==> config.mk <==
export PLATFORM = sky130hd
export DESIGN_NAME = hsv_to_rgb_pixel_converter_flat
export DESIGN_NICKNAME = d
export VERILOG_FILES = /design/src/rtl/hsv_pkg.sv /design/src/rtl/hsv_in_if.sv /design/src/rtl/hsv_out_if.sv /design/src/rtl/hsv_to_rgb_pixel_converter.sv /design/src/flat_wrapper.sv
export SDC_FILE = /design/constraint.sdc
export NUM_CORES = 2
export LEC_CHECK = 0
export BUFFER_PORTS_ARGS = -buffer_cell sky130_fd_sc_hd__buf_2
export CORE_ASPECT_RATIO = 0.7
export CORE_MARGIN = 2
export CORE_UTILIZATION = 40
export CTS_BUF_LIST = sky130_fd_sc_hd__clkbuf_8
export CTS_CLUSTER_DIAMETER = 60
export DETAILED_ROUTE_END_ITERATION = 10
export SLEW_MARGIN = 20
export SYNTH_ARGS = -nofsm -noshare
export SYNTH_HDL_FRONTEND = slang
export SYNTH_SLANG_ARGS = --single-unit
==> constraint.sdc <==
create_clock -name clk -period 10.3 [get_ports clk]
set_input_delay 2.06 -clock clk [delete_from_list [all_inputs] [get_ports clk]]
set_output_delay 2.06 -clock clk [all_outputs]
set_load 0.02 [all_outputs]
==> src/rtl/hsv_pkg.sv <==
// Shared types and constants for the HSV to RGB converter.
package hsv_pkg;

	localparam int unsigned HueW  = 15;
	localparam int unsigned FracW = 13;
	localparam int unsigned ChanW = 8;

	// hue in 1/64 degree, fractions in 1/4096
	localparam logic [HueW-1:0]  HueMax  = 15'd23040;
	localparam logic [FracW-1:0] FracOne = 13'd4096;

	// one sector is 60 degrees = 3840 hue units
	localparam logic [HueW-1:0] Sector1 = 15'd3840;
	localparam logic [HueW-1:0] Sector2 = 15'd7680;
	localparam logic [HueW-1:0] Sector3 = 15'd11520;
	localparam logic [HueW-1:0] Sector4 = 15'd15360;
	localparam logic [HueW-1:0] Sector5 = 15'd19200;

	localparam int unsigned ProdW   = 25;   // v*s, at most 2^24 on valid input
	localparam int unsigned FactorW = 12;   // 0..3840
	localparam int unsigned TermW   = 36;   // products scaled by 3840
	localparam int unsigned ScaledW = 41;   // term times 17

	localparam logic [FactorW-1:0] SectorUnits = 12'd3840;
	localparam logic [ChanW-1:0]   ChanMax     = 8'd255;

	typedef logic [HueW-1:0]    hue_t;
	typedef logic [FracW-1:0]   frac_t;
	typedef logic [ChanW-1:0]   chan_t;
	typedef logic [ProdW-1:0]   prod_t;
	typedef logic [FactorW-1:0] factor_t;
	typedef logic [TermW-1:0]   term_t;

	typedef enum logic [2:0] {
		SEC_RED_YEL = 3'd0,
		SEC_YEL_GRN = 3'd1,
		SEC_GRN_CYA = 3'd2,
		SEC_CYA_BLU = 3'd3,
		SEC_BLU_MAG = 3'd4,
		SEC_MAG_RED = 3'd5
	} sector_t;

endpackage

==> src/rtl/hsv_in_if.sv <==
// HSV pixel channel: valid/ready handshake with hue, saturation and brightness.
interface hsv_in_if import hsv_pkg::*; ();
	logic  valid;
	logic  ready;
	hue_t  hue;
	frac_t saturation;
	frac_t brightness;

	modport source (output valid, output hue, output saturation, output brightness,
		input ready);
	modport sink (input valid, input hue, input saturation, input brightness,
		output ready);
endinterface

==> src/rtl/hsv_out_if.sv <==
// RGB pixel channel: valid/ready handshake with three channels and an error flag.
interface hsv_out_if import hsv_pkg::*; ();
	logic  valid;
	logic  ready;
	chan_t red;
	chan_t green;
	chan_t blue;
	logic  range_error;

	modport source (output valid, output red, output green, output blue,
		output range_error, input ready);
	modport sink (input valid, input red, input green, input blue,
		input range_error, output ready);
endinterface

==> src/rtl/hsv_to_rgb_pixel_converter.sv <==
// HSV to RGB pixel converter, four-stage pipeline.
//
// pix_in carries one HSV pixel per beat: hue in 1/64 degree (0..23040),
// saturation and brightness in 1/4096 (0..4096). pix_out carries one RGB
// beat per input beat, in order, with 8-bit red, green and blue and a
// range_error flag; an input outside its range gives range_error = 1 and
// zero channels.
// Throughput is one pixel per clock while pix_out.ready is high: every
// stage holds its own valid bit and loads whenever it is empty or the stage
// after it moves, so bubbles close up. An accepted beat passes stages 1 to 4 in order.
// Stage 1 forms v*s, the sector and the hue ramp; stage 2 the products scaled
// by 3840; stage 3 the per-channel sums; stage 4 the times-17 scale, clamp
// and output register.
// Reset clears all valid bits; the pipeline is empty afterward.
// When the receiver holds ready low, the output beat holds and the stages
// behind it fill up; pix_in.ready drops only once every stage is occupied.
module hsv_to_rgb_pixel_converter import hsv_pkg::*; (
	input logic          clk,
	input logic          arst_n,
	hsv_in_if.sink       pix_in,
	hsv_out_if.source    pix_out
);

	logic valid_s1, valid_s2, valid_s3, valid_s4;
	logic adv_s1, adv_s2, adv_s3, adv_s4;

	logic    err_s1, err_s2, err_s3, err_s4;
	sector_t sector_s1, sector_s2, sector_s3;
	factor_t factor_s1;
	frac_t   v_s1;
	prod_t   p_s1;
	term_t   base_s2, pc_s2, px_s2;
	term_t   kr_s3, kg_s3, kb_s3;
	chan_t   red_s4, green_s4, blue_s4;

	assign adv_s4 = !valid_s4 || pix_out.ready;
	assign adv_s3 = !valid_s3 || adv_s4;
	assign adv_s2 = !valid_s2 || adv_s3;
	assign adv_s1 = !valid_s1 || adv_s2;
	assign pix_in.ready = adv_s1;

	// Stage 1: range check, sector, ramp factor, v*s
	logic            in_err;
	sector_t         in_sector;
	logic [HueW-1:0] hue_mod;
	logic [HueW-1:0] ramp_dist;
	logic [2*FracW-1:0] in_prod;

	always_comb begin
		in_err = (pix_in.hue > HueMax) || (pix_in.saturation > FracOne)
			|| (pix_in.brightness > FracOne);
		priority if (pix_in.hue >= Sector5) begin
			in_sector = SEC_MAG_RED;
		end else if (pix_in.hue >= Sector4) begin
			in_sector = SEC_BLU_MAG;
		end else if (pix_in.hue >= Sector3) begin
			in_sector = SEC_CYA_BLU;
		end else if (pix_in.hue >= Sector2) begin
			in_sector = SEC_GRN_CYA;
		end else if (pix_in.hue >= Sector1) begin
			in_sector = SEC_YEL_GRN;
		end else begin
			in_sector = SEC_RED_YEL;
		end
		// fold hue into one 120-degree pair
		priority if (pix_in.hue >= Sector4) begin
			hue_mod = pix_in.hue - Sector4;
		end else if (pix_in.hue >= Sector2) begin
			hue_mod = pix_in.hue - Sector2;
		end else begin
			hue_mod = pix_in.hue;
		end
		ramp_dist = (hue_mod >= Sector1) ? (hue_mod - Sector1) : (Sector1 - hue_mod);
		in_prod = pix_in.brightness * pix_in.saturation;
	end

	// Stage 2 inputs: m over 3840 is 4096*v - p
	logic [ProdW-1:0] m_base;
	assign m_base = {v_s1, 12'd0} - p_s1;

	logic [TermW-1:0] base_n, pc_n;
	logic [ProdW+FactorW-1:0] px_n;
	assign base_n = TermW'(m_base * SectorUnits);
	assign pc_n   = TermW'(p_s1 * SectorUnits);
	assign px_n   = p_s1 * factor_s1;

	// Stage 3: per-channel numerators, routed by sector
	term_t kc, kx;
	term_t kr_n, kg_n, kb_n;
	always_comb begin
		kc = base_s2 + pc_s2;
		kx = base_s2 + px_s2;
		unique case (sector_s2)
			SEC_RED_YEL: begin kr_n = kc;      kg_n = kx;      kb_n = base_s2; end
			SEC_YEL_GRN: begin kr_n = kx;      kg_n = kc;      kb_n = base_s2; end
			SEC_GRN_CYA: begin kr_n = base_s2; kg_n = kc;      kb_n = kx;      end
			SEC_CYA_BLU: begin kr_n = base_s2; kg_n = kx;      kb_n = kc;      end
			SEC_BLU_MAG: begin kr_n = kx;      kg_n = base_s2; kb_n = kc;      end
			default:     begin kr_n = kc;      kg_n = base_s2; kb_n = kx;      end
		endcase
	end

	// Stage 4: channel = floor(17*k / 2^32), clamped
	function automatic chan_t scale_chan(input term_t k, input logic err);
		logic [ScaledW-1:0] t;
		t = {k, 4'd0} + ScaledW'(k);
		if (err) begin
			return '0;
		end else if (t[ScaledW-1]) begin
			return ChanMax;
		end else begin
			return t[ScaledW-2:ScaledW-1-ChanW];
		end
	endfunction

	always_ff @(posedge clk or negedge arst_n) begin
		if (!arst_n) begin
			valid_s1 <= 1'b0;
			valid_s2 <= 1'b0;
			valid_s3 <= 1'b0;
			valid_s4 <= 1'b0;
		end else begin
			if (adv_s1) valid_s1 <= pix_in.valid;
			if (adv_s2) valid_s2 <= valid_s1;
			if (adv_s3) valid_s3 <= valid_s2;
			if (adv_s4) valid_s4 <= valid_s3;
		end
	end

	always_ff @(posedge clk) begin
		if (adv_s1) begin
			err_s1    <= in_err;
			sector_s1 <= in_sector;
			factor_s1 <= SectorUnits - FactorW'(ramp_dist);
			v_s1      <= pix_in.brightness;
			p_s1      <= in_prod[ProdW-1:0];
		end
		if (adv_s2) begin
			err_s2    <= err_s1;
			sector_s2 <= sector_s1;
			base_s2   <= base_n;
			pc_s2     <= pc_n;
			px_s2     <= px_n[TermW-1:0];
		end
		if (adv_s3) begin
			err_s3    <= err_s2;
			sector_s3 <= sector_s2;
			kr_s3     <= kr_n;
			kg_s3     <= kg_n;
			kb_s3     <= kb_n;
		end
		if (adv_s4) begin
			err_s4   <= err_s3;
			red_s4   <= scale_chan(kr_s3, err_s3);
			green_s4 <= scale_chan(kg_s3, err_s3);
			blue_s4  <= scale_chan(kb_s3, err_s3);
		end
	end

	assign pix_out.valid       = valid_s4;
	assign pix_out.red         = red_s4;
	assign pix_out.green       = green_s4;
	assign pix_out.blue        = blue_s4;
	assign pix_out.range_error = err_s4;

	// sector_s3 travels with stage 3 only so the stall check below can watch it
	a_err_zero: assert property (@(posedge clk) disable iff (!arst_n)
		pix_out.valid && pix_out.range_error |->
			pix_out.red == '0 && pix_out.green == '0 && pix_out.blue == '0)
		else $error("error beat with nonzero channels");

	a_accept_loads: assert property (@(posedge clk) disable iff (!arst_n)
		pix_in.valid && pix_in.ready |=> valid_s1)
		else $error("accepted beat not captured in stage 1");

	a_mid_hold: assert property (@(posedge clk) disable iff (!arst_n)
		valid_s3 && !adv_s4 |=> valid_s3 && $stable(kr_s3) && $stable(sector_s3))
		else $error("stalled stage 3 beat lost or changed");

	a_no_bubble_stall: assert property (@(posedge clk) disable iff (!arst_n)
		!valid_s1 || !valid_s2 || !valid_s3 || !valid_s4 |-> pix_in.ready)
		else $error("input stalled while pipeline has room");

endmodule

==> src/flat_wrapper.sv <==
// flat-port wrapper written by rule: the top's interface ports become plain ports
module hsv_to_rgb_pixel_converter_flat import hsv_pkg::*;
  (clk, arst_n, pix_in_valid, pix_in_hue, pix_in_saturation, pix_in_brightness, pix_in_ready, pix_out_valid, pix_out_red, pix_out_green, pix_out_blue, pix_out_range_error, pix_out_ready);
  hsv_in_if pix_in_i ();
  hsv_out_if pix_out_i ();
  input logic clk;
  input logic arst_n;
  input wire logic [$bits(pix_in_i.valid)-1:0] pix_in_valid;
  input wire logic [$bits(pix_in_i.hue)-1:0] pix_in_hue;
  input wire logic [$bits(pix_in_i.saturation)-1:0] pix_in_saturation;
  input wire logic [$bits(pix_in_i.brightness)-1:0] pix_in_brightness;
  output wire logic [$bits(pix_in_i.ready)-1:0] pix_in_ready;
  output wire logic [$bits(pix_out_i.valid)-1:0] pix_out_valid;
  output wire logic [$bits(pix_out_i.red)-1:0] pix_out_red;
  output wire logic [$bits(pix_out_i.green)-1:0] pix_out_green;
  output wire logic [$bits(pix_out_i.blue)-1:0] pix_out_blue;
  output wire logic [$bits(pix_out_i.range_error)-1:0] pix_out_range_error;
  input wire logic [$bits(pix_out_i.ready)-1:0] pix_out_ready;
  assign pix_in_i.valid = pix_in_valid;
  assign pix_in_i.hue = pix_in_hue;
  assign pix_in_i.saturation = pix_in_saturation;
  assign pix_in_i.brightness = pix_in_brightness;
  assign pix_in_ready = pix_in_i.ready;
  assign pix_out_valid = pix_out_i.valid;
  assign pix_out_red = pix_out_i.red;
  assign pix_out_green = pix_out_i.green;
  assign pix_out_blue = pix_out_i.blue;
  assign pix_out_range_error = pix_out_i.range_error;
  assign pix_out_i.ready = pix_out_ready;
  hsv_to_rgb_pixel_converter u_core (.clk(clk), .arst_n(arst_n), .pix_in(pix_in_i), .pix_out(pix_out_i));
endmodule
==> tab_implementation.tex <==
\begin{tabular}{lr}
\hline
Metric & Value \\
\hline
\multicolumn{2}{l}{\textbf{GRT}} \\
Largest net degree at the start of global routing & 83 \\
Overflow left after global routing & 0 \\
Wire length of the first global-routing pass & 150000 um \\
Number of global-route vias before repair & 27000 \\
Total global-route track usage & 19.7\% \\
Number of antenna violations at the first check in global routing & 3 \\
\multicolumn{2}{l}{\textbf{STA}} \\
Setup clock skew after layout & 0.0220 ns \\
RSZ-0062 raised after global routing & false \\
Worst slew margin & 20.3\% \\
Top achievable clock speed & 0.131 GHz \\
Hold Vio Cnt, Final & 0 \\
Setup-violating endpoint count in the final report & 0 \\
Part of the cycle the worst path needs & 74.2\% \\
Pins over their slew limit & 0 \\
Transition time at the pin with the least slew margin & 1.20 ns \\
Clock period minus final worst setup slack & 7.64 ns \\
Slack of the critical path & 2.66 ns \\
Aggregate negative setup slack & 0 ns \\
Fin Hold WS & 0.414 ns \\
\multicolumn{2}{l}{\textbf{Layout}} \\
Commonest cells after routing, fill and taps aside & sky130\_fd\_sc\_hd\_\_inv\_1, sky130\_fd\_sc\_hd\_\_nand2\_1, sky130\_fd\_sc\_hd\_\_fa\_1 \\
Ratio of cells with drive above 1 in the final layout & 5.55\% \\
Count of filler cells inserted in the layout & 8942 \\
Most common cell after layout, fill and taps aside & sky130\_fd\_sc\_hd\_\_inv\_1 \\
Net count of the finished layout & 4853 \\
Number of antenna repair diodes & 0 \\
Utilization after layout & 43.4\% \\
Growth of design area from synthesis to finish & 7.32\% \\
\multicolumn{2}{l}{\textbf{Placement}} \\
Routability Congestion & 0.866 \\
Port bufs & 71 \\
Post-DP HPWL & 73500 um \\
Place WS & 2.09 ns \\
\multicolumn{2}{l}{\textbf{Clock tree}} \\
Hold-fix buffers at CTS & 0 \\
Number of buffers created by CTS & 48 \\
Buffers inserted during post-CTS setup optimization & 0 \\
Post-cts resize count & 0 \\
Number of levels in the clock H-tree & 2 \\
Number of sinks on the clock net & 287 \\
Root buffer selected by CTS & sky130\_fd\_sc\_hd\_\_clkbuf\_8 \\
Maximum number of buffers from clock root to sink & 3 \\
Clock tree from TritonCTS & done \\
Clock transition at path regs & 0.07 ns \\
Skew-Pair Late Insertion Delay & 0.66 ns \\
\multicolumn{2}{l}{\textbf{Setup path}} \\
Reg-to-reg endpoint & u\_core.px\_s2[35] \\
Depth of the worst register-to-register path & 20 \\
Crit path DAT & 8.05 ns \\
Category of the worst setup path launch point & input port \\
Startpoint of the most critical register-to-register path & u\_core.factor\_s1[6] \\
Class of the most critical setup path & input port to flop \\
Maximum net fanout on the critical path & 14 \\
Data required, critical path & 10.70 ns \\
Register-to-register setup slack & 3.18 ns \\
Setup crit end kind & flop \\
\multicolumn{2}{l}{\textbf{Synthesis}} \\
Fraction of the mapped netlist area in adder cells & 36.6\% \\
Number of warnings reported in the yosys synthesis log & 0 \\
Flops \& latches, synth & 287 \\
Count of flip-flops with a built-in enable after synthesis & 283 \\
Flip-flop cell with the highest count after synthesis & sky130\_fd\_sc\_hd\_\_edfxtp\_1 \\
Post-Syn Area per Cell & 9.41 um2 \\
Sequential element share of the synthesized area & 23.1\% \\
Synthesized Nets & 4823 \\
Post-synthesis share of cell area spent on and, or, nand and nor gates & 14.9\% \\
Netlist area before placement & 37200 um2 \\
Dominant combinational cell family by area after synthesis & adder cells \\
Number of cells produced by synthesis & 3956 \\
Multiplexer area fraction after synthesis & 0.460\% \\
Synthesized-area fraction occupied by ao, oa, aoi and oai cells & 13.0\% \\
FFs w/ async S/R, synth & 1.39\% \\
Count of distinct cell types in the synthesized netlist & 83 \\
XOR/XNOR share of the synthesized area & 4.59\% \\
\multicolumn{2}{l}{\textbf{Routing}} \\
Final Routed Wirelength & 93000 um \\
Post-route DRC & 0 \\
Wire per inst & 17.7 um \\
Vias post-DR & 27900 \\
Number of DRC markers in iteration 0 & 2428 \\
Number of nets still failing antenna checks after routing & 0 \\
Router iterations before antenna repair & 6 \\
Via-to-Cell Ratio & 5.31 \\
\multicolumn{2}{l}{\textbf{Floorplanning}} \\
I/O pin count & 72 \\
Chip width & 369 um \\
Area of the die & 95600 um2 \\
Die height & 259 um \\
Number of standard-cell rows in the floorplan & 93 \\
Area inside the core boundary & 92200 um2 \\
Initial core utilization & 40.4\% \\
\multicolumn{2}{l}{\textbf{Worst hold path}} \\
Hold path startpoint & u\_core.err\_s2 \\
Worst hold path stage count & 0 \\
Path type of the worst min-delay path & flop to flop \\
Destination of the worst hold path & u\_core.err\_s3 \\
\multicolumn{2}{l}{\textbf{Outcome}} \\
Result of the run & finished clean \\
\multicolumn{2}{l}{\textbf{Flow run}} \\
Count of maximum capacitance violations & 0 \\
\hline
\end{tabular}
==> how the worst max path moves through the flow <==
stage	endpoint	cells past startpoint	startpoint
after detailed placement	u_core.p_s1[24]	20	pix_in_saturation[1]
after global placement	u_core.p_s1[24]	21	pix_in_brightness[4]
after global routing	u_core.p_s1[24]	20	pix_in_brightness[3]
final	u_core.p_s1[24]	20	pix_in_saturation[1]
after floorplan	u_core.p_s1[24]	20	pix_in_saturation[1]
after CTS	u_core.p_s1[24]	20	pix_in_saturation[1]
==> metal layers <==
metal  part of all wire [%]  up-vias  global-route usage, %
li1                       -    13300                      -
met1                     51    13600                   31.5
met2                     41      827                   28.1
met3                    6.9       77                   3.11
met4                    1.2        0                   3.16
met5                      0        -                      0
==> cell families after synthesis <==
logic type	count (synthesis)
flip-flops	287
multiplexers	17
AO/OA/AOI/OAI	743
buffers and inverters	727
XOR/XNOR	195
AND/OR/NAND/NOR	1165
adder cells (fa/ha/maj)	822
==> worst max-delay path: stages <==
cell and delay (ns):
sky130_fd_sc_hd__buf_2 0.28, sky130_fd_sc_hd__nand2_1 0.13, sky130_fd_sc_hd__fa_1 0.55, sky130_fd_sc_hd__inv_1 0.05, sky130_fd_sc_hd__fa_1 0.44, sky130_fd_sc_hd__ha_1 0.29
sky130_fd_sc_hd__ha_1 0.29, sky130_fd_sc_hd__ha_1 0.31, sky130_fd_sc_hd__ha_1 0.22, sky130_fd_sc_hd__fa_1 0.46, sky130_fd_sc_hd__a21o_1 0.19, sky130_fd_sc_hd__a21oi_1 0.26
sky130_fd_sc_hd__o21bai_1 0.14, sky130_fd_sc_hd__a2111oi_0 0.77, sky130_fd_sc_hd__nor3_1 0.27, sky130_fd_sc_hd__o31ai_1 0.56, sky130_fd_sc_hd__o2111ai_1 0.25, sky130_fd_sc_hd__a31o_2 0.27
sky130_fd_sc_hd__a21oi_1 0.17, sky130_fd_sc_hd__xnor2_1 0.08
==> cells in the mapped netlist (8+ instances only) <==
cell type                   number  area share (%)
sky130_fd_sc_hd__a211o_1         9            0.21
sky130_fd_sc_hd__a211oi_1       36            0.73
sky130_fd_sc_hd__a21boi_0       11            0.22
sky130_fd_sc_hd__a21o_1         78             1.6
sky130_fd_sc_hd__a21oi_1       192             2.6
sky130_fd_sc_hd__a22oi_1        29            0.58
sky130_fd_sc_hd__a31oi_1        28            0.47
sky130_fd_sc_hd__a41oi_1         8            0.19
sky130_fd_sc_hd__and2_1        176             3.0
sky130_fd_sc_hd__and3_1         27            0.45
sky130_fd_sc_hd__clkbuf_1      128             1.3
sky130_fd_sc_hd__edfxtp_1      283              23
sky130_fd_sc_hd__fa_1          444              24
sky130_fd_sc_hd__ha_1          378              13
sky130_fd_sc_hd__inv_1         588             5.9
sky130_fd_sc_hd__mux2i_1        16            0.43
sky130_fd_sc_hd__nand2_1       478             4.8
sky130_fd_sc_hd__nand2b_1       30            0.50
sky130_fd_sc_hd__nand3_1        53            0.71
sky130_fd_sc_hd__nand4_1        22            0.37
sky130_fd_sc_hd__nor2_1        186             1.9
sky130_fd_sc_hd__nor2b_1        44            0.74
sky130_fd_sc_hd__nor3_1         68            0.91
sky130_fd_sc_hd__nor4_1         17            0.29
sky130_fd_sc_hd__o2111ai_1       8            0.19
sky130_fd_sc_hd__o211ai_1       17            0.34
sky130_fd_sc_hd__o21a_1         35            0.71
sky130_fd_sc_hd__o21ai_0       157             2.1
sky130_fd_sc_hd__o21bai_1       25            0.50
sky130_fd_sc_hd__o221ai_1        9            0.21
sky130_fd_sc_hd__o22ai_1        16            0.27
sky130_fd_sc_hd__o31ai_1        15            0.30
sky130_fd_sc_hd__or2_2          13            0.22
sky130_fd_sc_hd__or3_1          21            0.35
sky130_fd_sc_hd__xnor2_1       138             3.2
sky130_fd_sc_hd__xor2_1         57             1.3
==> registers in the layout, summed over array words and instances, names as in the netlist, 3 cells and up <==
name / cells
u_core.pc_s2: 27
u_core.factor_s1: 12
u_core.base_s2: 28
u_core.p_s1: 25
u_core.pix_out.red: 8
u_core.sector_s2: 3
u_core.kr_s3: 36
u_core.sector_s1: 3
u_core.kg_s3: 36
u_core.kb_s3: 36
u_core.px_s2: 36
u_core.v_s1: 13
u_core.pix_out.blue: 8
u_core.pix_out.green: 8
==> per-stage QoR <==
step,instances,cell area (um2)
global route,5256,40000
detailed placement,5168,39000
CTS,5253,39900
finish,5256,40000
floorplan,3956,37200
global placement,5168,39000
==> layout make-up <==
type,count,area (um2),share of cell area (%)
clock buffer,49,674,1.69
clock inverter,36,282,0.704
multi-input combinational,2942,25900,64.9
timing repair buffer,117,727,1.82
tap,1235,1550,3.87
inverter,590,2210,5.54
sequential,287,8600,21.5
Power is left out: the tool's default activity adds up to more than one toggle a clock period on the data nets, which glitch-free logic cannot reach.
